===== src/veh_pkg.sv =====
`timescale 1ns / 1ps
// ----------------------------------------------------------------------------
// veh_pkg
// Shared constants, request and status codes, and sequencer states for the
// variable edge histogram.
// ----------------------------------------------------------------------------
package veh_pkg;

    localparam int MAX_BINS    = 16;
    localparam int VALUE_WIDTH = 32;
    localparam int COUNT_WIDTH = 32;

    localparam int EDGE_IDX_W = $clog2(MAX_BINS + 1);
    localparam int BIN_IDX_W  = $clog2(MAX_BINS);

    // request kinds carried in s_tuser
    typedef enum logic [1:0] {
        REQ_LOAD   = 2'd0,
        REQ_SAMPLE = 2'd1,
        REQ_READ   = 2'd2,
        REQ_NONE   = 2'd3
    } req_t;

    // result status carried in m_tuser
    typedef enum logic [1:0] {
        STAT_COUNTED = 2'd0,
        STAT_BELOW   = 2'd1,
        STAT_ABOVE   = 2'd2,
        STAT_DONE    = 2'd3
    } status_t;

    typedef enum logic [1:0] {
        ST_IDLE,
        ST_SEARCH,
        ST_UPDATE
    } state_t;

endpackage


===== src/variable_edge_histogram_unit.sv =====
`timescale 1ns / 1ps
// ----------------------------------------------------------------------------
// variable_edge_histogram_unit
// Histogram with loadable ascending bin edges and saturating bin counts.
// ----------------------------------------------------------------------------
// Usage:
//   Slave stream: s_tuser selects load edge, bin a sample, or read a count;
//   s_tdata carries the operands. One result word per load, sample or read
//   leaves on the master stream; request kind 3 is dropped without a result.
//   cfg_we/cfg_wdata set the number of bins in use (write only when idle).
// Timing:
//   Load and read: the result is registered in the cycle after accept.
//   Sample: a single shared compare unit walks the edges one per cycle.
//     Underflow is reported from the compare against edge 0. A hit in bin
//     i walks up to edge i+1, then a count update state writes the count.
//     Overflow is reported past edge n, n = bins_in_use capped at 16.
//   s_tready is high only while the sequencer is idle and the output
//   register is empty or being drained; loads and reads can follow back to
//   back, a word after a sample is taken once its result is registered.
// Reset: all bin counts clear to zero, bins_in_use returns to 16, the output
//   register empties. Edges are undefined until loaded.
// Stall: a result holds in the output register while m_tready is low; no
//   new word is taken until it drains.
// ----------------------------------------------------------------------------
module variable_edge_histogram_unit
    import veh_pkg::*;
(
    input  logic        clk,
    input  logic        rst_n,
    input  logic        cfg_we,
    input  logic [4:0]  cfg_wdata,   // bins_in_use
    input  logic        s_tvalid,
    output logic        s_tready,
    input  logic [79:0] s_tdata,     // edge_index[4:0], edge_value[36:5],
                                     // sample_value[68:37], read_bin[72:69]
    input  logic [1:0]  s_tuser,     // req_type[1:0]
    output logic        m_tvalid,
    input  logic        m_tready,
    output logic [39:0] m_tdata,     // bin_index[3:0], bin_count[35:4]
    output logic [1:0]  m_tuser      // status[1:0]
);

    localparam logic [COUNT_WIDTH-1:0] COUNT_MAX = '1;

    // input fields
    logic [1:0]                    req_type;
    logic [4:0]                    edge_index;
    logic signed [VALUE_WIDTH-1:0] edge_value;
    logic signed [VALUE_WIDTH-1:0] sample_value;
    logic [3:0]                    read_bin;

    assign req_type     = s_tuser;
    assign edge_index   = s_tdata[4:0];
    assign edge_value   = s_tdata[36:5];
    assign sample_value = s_tdata[68:37];
    assign read_bin     = s_tdata[72:69];

    // storage
    logic signed [VALUE_WIDTH-1:0] edges [MAX_BINS+1];
    logic [COUNT_WIDTH-1:0]        counts_reg [MAX_BINS];

    // control and working registers
    state_t                        state_reg, state_next;
    logic [4:0]                    bins_reg;
    logic [EDGE_IDX_W-1:0]         idx_reg, idx_next;
    logic [BIN_IDX_W-1:0]          hit_reg, hit_next;
    logic signed [VALUE_WIDTH-1:0] key_reg, key_next;

    logic                          m_valid_reg, m_valid_next;
    status_t                       m_status_reg, m_status_next;
    logic [3:0]                    m_bin_reg, m_bin_next;
    logic [31:0]                   m_count_reg, m_count_next;

    logic                          edge_we;
    logic                          count_we;
    logic [COUNT_WIDTH-1:0]        count_wdata;

    logic                          accept;
    logic                          out_free;
    logic [4:0]                    bins_active;
    logic signed [VALUE_WIDTH-1:0] edge_rd;
    logic [VALUE_WIDTH:0]          diff;
    logic                          key_lt;
    logic                          key_eq;
    logic [COUNT_WIDTH-1:0]        cnt_cur;
    logic [COUNT_WIDTH-1:0]        rd_count;

    assign out_free    = !m_valid_reg || m_tready;
    assign s_tready    = (state_reg == ST_IDLE) && out_free;
    assign accept      = s_tvalid && s_tready;
    assign bins_active = (bins_reg > 5'(MAX_BINS)) ? 5'(MAX_BINS) : bins_reg;

    // shared compare unit: one signed subtract against the selected edge
    assign edge_rd = (idx_reg <= EDGE_IDX_W'(MAX_BINS)) ? edges[idx_reg] : '0;
    assign diff    = {key_reg[VALUE_WIDTH-1], key_reg} - {edge_rd[VALUE_WIDTH-1], edge_rd};
    assign key_lt  = diff[VALUE_WIDTH];
    assign key_eq  = (diff == '0);

    assign cnt_cur  = counts_reg[hit_reg];
    assign rd_count = ({1'b0, read_bin} < 5'(MAX_BINS)) ?
                      counts_reg[read_bin[BIN_IDX_W-1:0]] : '0;

    always_comb
    begin
        state_next    = state_reg;
        idx_next      = idx_reg;
        hit_next      = hit_reg;
        key_next      = key_reg;
        m_valid_next  = m_valid_reg;
        m_status_next = m_status_reg;
        m_bin_next    = m_bin_reg;
        m_count_next  = m_count_reg;
        edge_we       = 1'b0;
        count_we      = 1'b0;
        count_wdata   = (cnt_cur == COUNT_MAX) ? cnt_cur : cnt_cur + 1'b1;

        if (m_valid_reg && m_tready)
        begin
            m_valid_next = 1'b0;
        end

        unique case (state_reg)
            ST_IDLE:
            begin
                if (accept)
                begin
                    unique case (req_type)
                        REQ_LOAD:
                        begin
                            edge_we       = (edge_index <= 5'(MAX_BINS));
                            m_valid_next  = 1'b1;
                            m_status_next = STAT_DONE;
                            m_bin_next    = '0;
                            m_count_next  = '0;
                        end
                        REQ_SAMPLE:
                        begin
                            key_next   = sample_value;
                            idx_next   = '0;
                            state_next = ST_SEARCH;
                        end
                        REQ_READ:
                        begin
                            m_valid_next  = 1'b1;
                            m_status_next = STAT_DONE;
                            m_bin_next    = read_bin;
                            m_count_next  = 32'(rd_count);
                        end
                        default:
                        begin
                        end
                    endcase
                end
            end
            ST_SEARCH:
            begin
                if (idx_reg == '0)
                begin
                    if (key_lt)
                    begin
                        m_valid_next  = 1'b1;
                        m_status_next = STAT_BELOW;
                        m_bin_next    = '0;
                        m_count_next  = '0;
                        state_next    = ST_IDLE;
                    end
                    else
                    begin
                        idx_next = idx_reg + 1'b1;
                    end
                end
                else if (5'(idx_reg) > bins_active)
                begin
                    m_valid_next  = 1'b1;
                    m_status_next = STAT_ABOVE;
                    m_bin_next    = '0;
                    m_count_next  = '0;
                    state_next    = ST_IDLE;
                end
                else if (key_lt || key_eq)
                begin
                    hit_next   = BIN_IDX_W'(idx_reg - 1'b1);
                    state_next = ST_UPDATE;
                end
                else
                begin
                    idx_next = idx_reg + 1'b1;
                end
            end
            ST_UPDATE:
            begin
                count_we      = 1'b1;
                m_valid_next  = 1'b1;
                m_status_next = STAT_COUNTED;
                m_bin_next    = 4'(hit_reg);
                m_count_next  = 32'(count_wdata);
                state_next    = ST_IDLE;
            end
            default:
            begin
                state_next = ST_IDLE;
            end
        endcase
    end

    always_ff @(posedge clk or negedge rst_n)
    begin
        if (!rst_n)
        begin
            state_reg   <= ST_IDLE;
            bins_reg    <= 5'd16;
            m_valid_reg <= 1'b0;
            for (int i = 0; i < MAX_BINS; i++)
            begin
                counts_reg[i] <= '0;
            end
        end
        else
        begin
            state_reg   <= state_next;
            m_valid_reg <= m_valid_next;
            if (cfg_we)
            begin
                bins_reg <= cfg_wdata;
            end
            if (count_we)
            begin
                counts_reg[hit_reg] <= count_wdata;
            end
        end
    end

    always_ff @(posedge clk)
    begin
        idx_reg      <= idx_next;
        hit_reg      <= hit_next;
        key_reg      <= key_next;
        m_status_reg <= m_status_next;
        m_bin_reg    <= m_bin_next;
        m_count_reg  <= m_count_next;
        if (edge_we)
        begin
            edges[edge_index[EDGE_IDX_W-1:0]] <= edge_value;
        end
    end

    assign m_tvalid = m_valid_reg;
    assign m_tuser  = m_status_reg;
    assign m_tdata  = {4'd0, m_count_reg, m_bin_reg};

endmodule

===== config.mk =====
export PLATFORM = sky130hd
export DESIGN_NAME = variable_edge_histogram_unit
export DESIGN_NICKNAME = d
export VERILOG_FILES = /design/src/veh_pkg.sv /design/src/variable_edge_histogram_unit.sv
export SDC_FILE = /design/constraint.sdc
export NUM_CORES = 2
export LEC_CHECK = 0
export BUFFER_PORTS_ARGS = -buffer_cell sky130_fd_sc_hd__buf_4
export CAP_MARGIN = 40
export CORE_MARGIN = 1
export CORE_UTILIZATION = 40
export CTS_BUF_LIST = sky130_fd_sc_hd__clkbuf_8
export DETAILED_ROUTE_END_ITERATION = 6
export PLACE_DENSITY_LB_ADDON = 0.05
export SLEW_MARGIN = 40
export SYNTH_ARGS = -nofsm -noshare
export SYNTH_HDL_FRONTEND = slang
export SYNTH_SLANG_ARGS = --single-unit

===== constraint.sdc =====
create_clock -name clk -period 28.1 [get_ports clk]
set_input_delay 5.62 -clock clk [delete_from_list [all_inputs] [get_ports clk]]
set_output_delay 5.62 -clock clk [all_outputs]
set_load 0.02 [all_outputs]

# Word level (Yosys, flattened, before mapping)
# Memory sizes are Yosys's and may differ from the RTL's. A register that Yosys moved wholly into a read port is not among the register bits.
# Cells that the tools add are included.
[op_classes]
add_sub_neg = 4
eq_ne = 15
bitwise_logic = 4
n_reduce_logical = 20
n_mux = 58
magnitude_cmp = 7
[ops]
columns = ["op", "count"]
rows = [
  ["512-bit bitwise mux", 1],
  ["32-bit two-way mux", 11],
  ["32-bit binary-select mux with 4-bit select", 2],
  ["32-bit demux with 4-bit select", 1],
  ["32-bit case mux with 3 select lines", 1],
  ["32-bit case mux with 2 select lines", 1],
  ["5-bit two-way mux", 8],
  ["33-bit zero test", 1],
  ["32-bit by 32-bit subtractor with 33-bit output", 1],
  ["32-bit by 1-bit adder with 32-bit output, second input constant", 1],
  ["32-bit equality test, second input constant", 1],
  ["2-bit two-way mux", 11],
  ["4-bit two-way mux", 4],
  ["3-bit inequality test, second input constant", 5],
  ["1-bit two-way mux", 12],
  ["4-bit case mux with 3 select lines", 1],
  ["5-bit greater-or-equal comparator, second input constant", 2],
  ["5-bit less-or-equal comparator, second input constant", 2],
  ["4-bit inverter with 5-bit output", 2],
  ["5-bit case mux with 2 select lines", 1],
  ["5-bit AND reduction", 2],
  ["4-bit case mux with 2 select lines", 1],
  ["4-bit AND reduction", 2],
  ["2-bit case mux with 3 select lines", 1],
  ["24 further kinds", 33],
]
[totals]
mem_count = 1
register_bits = 599
ram_bits = 544
elab_cells = 134
[mem_list]
columns = ["memory", "words", "word_bits", "rd", "rd_ports_with_merged_regs", "write_ports", "line", "source"]
rows = [
  ["edges", 17, 32, 1, 1, 1, "variable_edge_histogram_unit.sv:59", "logic signed [VALUE_WIDTH-1:0] edges [MAX_BINS+1];"],
]

# Longest topological paths before layout
[logic_depth]
depth_word = 10
ltp_mapped = 18
ltp_nobuf = 17

# Least setup slack after synthesis
# No wires, ideal clock.
[synth_path]
kind = "input to register"
start = "input port s_tvalid"
end = "register m_bin_reg[0] (enable)"
stages = 3
arrival_time_ns = 11.651
path_buffers = 0
required_time_ns = 27.477
setup_slack_ns = 15.826
cell_sequence = "nor2b_1 > nand2_1 > a2111oi_0"
[synth_between]
elab_chain_len = 3
[synth_rtl]
columns = ["item", "line", "source"]
rows = [
  ["start, declared", "variable_edge_histogram_unit.sv:32", "input logic s_tvalid,"],
  ["1-bit logical AND", "variable_edge_histogram_unit.sv:90", "assign accept = s_tvalid && s_tready;"],
  ["2-bit inequality test (no line)", "-", ""],
  ["5-bit AND reduction (no line)", "-", ""],
  ["end signal, assigned", "variable_edge_histogram_unit.sv:239", "m_bin_reg <= m_bin_next;"],
  ["end, declared", "variable_edge_histogram_unit.sv:71", "logic [3:0] m_bin_reg, m_bin_next;"],
]
# No other way between the ends.
# A chain may end at the register's enable or synchronous reset.

# Final worst setup path
[layout_path]
start = "input port m_tready"
end = "output port s_tready"
[layout_between]
elab_chain_len = 2
[layout_rtl]
columns = ["item", "line", "source"]
rows = [
  ["start, declared", "variable_edge_histogram_unit.sv:38", "input logic m_tready,"],
  ["1-bit logical OR", "variable_edge_histogram_unit.sv:88", "assign out_free = !m_valid_reg || m_tready;"],
  ["1-bit logical AND", "variable_edge_histogram_unit.sv:89", "assign s_tready = (state_reg == ST_IDLE) && out_free;"],
  ["end, declared", "variable_edge_histogram_unit.sv:33", "output logic s_tready,"],
]
# No other way between the ends.

==> metrics.md <==
| Metric | Value |
|---|---|
| Crit share post-route | `43.5%` |
| Sequential power share | `44.2%` |
| DRT Pass-1 Iters | `5` |
| Initial Util | `40.4%` |
| Max-capacitance violation count | `0` |
| Met2 usage | `39.6%` |
| Reg2reg end | `idx_reg[4]$_DFFE_PP_` |
| Clock power frac | `34.7%` |
| Root Driver | `clkbuf_8` |
| TritonCTS clock tree | `yes` |
| FMAX | `81.8 MHz` |
| Final hold vios | `0` |
| Die height | `367 µm` |
| RSZ-0062 raised after global routing | `no` |
| Sequential cell area | `31800 µm²` |
| Crit end category | `output pin` |
| Cell variety after synth | `94` |
| Setup crit start | `m_tready` |
| Grt met3 use | `4.42%` |
| Fillers | `11700` |
| Synth Flop Type | `edfxtp_1` |
| Overflow after GRT | `0` |
| CTS buffer count | `200` |
| Max reg flops | `544` |
| Synthesized area per cell | `14.5 µm²` |
| Final GP Congestion | `0.854` |
| Vias in the first global route | `34900` |
| Maximum vdd ir drop | `0.0456 mV` |
| Hold Path Class | `flop to flop` |
| Final core utilization | `45.7%` |
| DRC Markers | `0` |
| Setup TNS | `0 ns` |
| Status | `complete, no violations` |
| Reg2reg path depth | `17` |
| Multi-input logic area | `20500 µm²` |
| GR Util met1 | `31.3%` |
| Final setup vio count | `0` |
| Antenna-violating nets left | `0` |
| Port buffer count | `124` |
| WS Path Type | `input port to output pin` |
| Layout area overhead | `12.9%` |
| Worst skew pair latency | `0.90 ns` |
| Synth warn | `0` |
| WL final | `159000 µm` |
| Synthesized area | `53300 µm²` |
| Initial antenna violation count | `10` |
| Io pins | `136` |
| Chip width | `367 µm` |
| Layout Cells excl Fill | `5716` |
| Post-DP HPWL | `92000 µm` |
| CP required | `22.48 ns` |
| Worst-path fanout max | `3` |
| Power Dens Cells | `70.6 nW/µm²` |
| Largest net degree at the start of global routing | `110` |
| Share of cells above drive strength 1 | `27.6%` |
| Placed cells | `5338` |
| Crit path launch type | `input port` |
| DRT iter0 DRCs | `2513` |
| Fin. max-slew vios | `0` |
| Nets | `3924` |
| Combinational fraction of design power | `21.1%` |
| Worst clock skew | `0.0414 ns` |
| Sink Count | `1148` |
| P_leak | `22.2 nW` |
| H-Tree Depth | `4` |
| Crit path DAT | `6.60 ns` |
| Critical path capture point | `s_tready` |
| Async S/R FF share, synth | `45.3%` |
| Drt via density | `5.80` |
| Pint | `2.97 mW` |
| Routed len/inst | `27.8 µm` |
| EDFF count, synth | `623` |
| Fin Hold WS | `0.495 ns` |
| Sw Pwr | `1.28 mW` |
| Register area share after synthesis | `59.7%` |
| Sw frac | `30.1%` |
| FP Rows | `133` |
| Worst R2R Setup Slack | `20.37 ns` |
| Overall routing resource usage | `23.9%` |
| Cells after Synth | `3667` |
| Relative slew slack | `43.2%` |
| Bufs on Longest Clock Path | `3` |
| Post-CTS setup buffers | `0` |
| Via count | `33100` |
| Die area | `135000 µm²` |
| First-pass GRT wire length | `235000 µm` |
| Grt peak-use layer | `met2` |
| Post-cts resize count | `0` |
| Slew @ Worst Pin | `0.852 ns` |
| # hold bufs at CTS | `0` |
| #FFs+latches synth | `1148` |
| Clk pin slew, worst setup/hold paths | `0.06 ns` |
| Min Clock Period, post-route | `12.22 ns` |
| Total power draw | `4.25 mW` |
| Core Area | `132000 µm²` |
[area by class of cell]
| type | instances | share of cell area [%] |
|---|---|---|
| Sequential cell | 1148 | 52.9 |
| Multi-Input combinational cell | 2208 | 34.0 |
| Clock buffer | 234 | 5.35 |
| Tap cell | 1755 | 3.65 |
| Timing Repair Buffer | 199 | 2.78 |
| Clock inverter | 137 | 1.10 |
| Inverter | 30 | 0.187 |
| Antenna cell | 5 | 0.0208 |
[routing by layer]
metal	vias to the layer above	wire [µm]
met2	1101	79200
met4	6	4890
met5	-	36
li1	14400	-
met3	315	8970
met1	17300	65900
[through the flow]
step,area [µm²],setup slack (ns)
2_1_floorplan,53300,15.83
3_3_place_gp,56000,15.91
3_5_place_dp,56200,15.92
4_1_cts,60100,15.92
5_1_grt,60200,15.89
6_report,60200,15.88
[cell usage after synthesis, drive strengths merged (5+ instances only)]
cell type  number  area [µm²]
nand4          19         125
ha             44         551
inv            30         113
mux2           52         586
o21ai         561        2850
nand3          32         160
dfxtp           5         100
mux4          480       10800
buf            82         473
and3           15         100
mux2i           8        92.6
edfxtp        623       18700
dfrtp         519       13000
xor2           17         156
a21oi          48         240
a211oi          6        45.0
o211ai         15         113
a22o            5        43.8
and2           14        90.1
a21o           11        82.6
nor2b           9        56.3
nor3           19         100
a31oi           7        43.8
clkbuf        202         761
nand2         634        2380
nand3b          5        50.1
or3             6        42.5
nor4            8        50.1
xnor2          18         236
a2111oi         6        58.8
nand2b         14        87.6
nor2           71         267
o21a           10        75.1
[kinds of logic after synthesis]
group	share of synthesized area (%)
buffers and inverters	2.53
other	0.00704
AOI/OAI and AO/OA	7.50
xor gates and xnor gates	0.737
adders and majority gates	1.07
DFF	59.7
muxes	21.6
and+or+nand+nor	6.87
[how the worst min path moves through the flow]
stage,from,end,slack (ns),depth (start not counted)
finish,counts_reg[170]$_DFFE_PN0P_,counts_reg[170]$_DFFE_PN0P_,0.50,2
global route,counts_reg[166]$_DFFE_PN0P_,counts_reg[166]$_DFFE_PN0P_,0.52,2
CTS,counts_reg[2]$_DFFE_PN0P_,counts_reg[2]$_DFFE_PN0P_,0.50,2
detailed placement,counts_reg[2]$_DFFE_PN0P_,counts_reg[2]$_DFFE_PN0P_,0.49,2
global placement,counts_reg[444]$_DFFE_PN0P_,counts_reg[444]$_DFFE_PN0P_,0.47,2
floorplan,counts_reg[160]$_DFFE_PN0P_,counts_reg[160]$_DFFE_PN0P_,0.46,2
[critical path, stage by stage]
cell and delay (ns):
buf_4 0.08, nand2b_1 0.28, and2_1 0.40, buf_4 0.22
[power groups by stage]
| stage | Combinational, mW | Sequential (mW) | Clock (mW) |
|---|---|---|---|
| detailed placement | 0.905 | 1.91 | 0 |
| global route | 0.965 | 1.88 | 1.60 |
| finish | 0.896 | 1.88 | 1.48 |
| floorplan | 0.586 | 1.90 | 0 |
| CTS | 0.909 | 1.88 | 1.52 |
| global placement | 0.900 | 1.91 | 0 |
[layout by cell type, fill, tap and decap left out, types with 28 or more instances in the layout]
cell / instances
a21oi_1: 48
buf_4: 176
clkbuf_8: 234
clkinv_1: 39
dfrtp_1: 519
edfxtp_1: 623
ha_1: 44
inv_1: 97
mux2_2: 51
mux4_2: 480
nand2_1: 620
nand3_1: 28
nor2_1: 59
o21ai_0: 486
o21ai_1: 64
No activity file was read; power rests on OpenSTA's default activity.
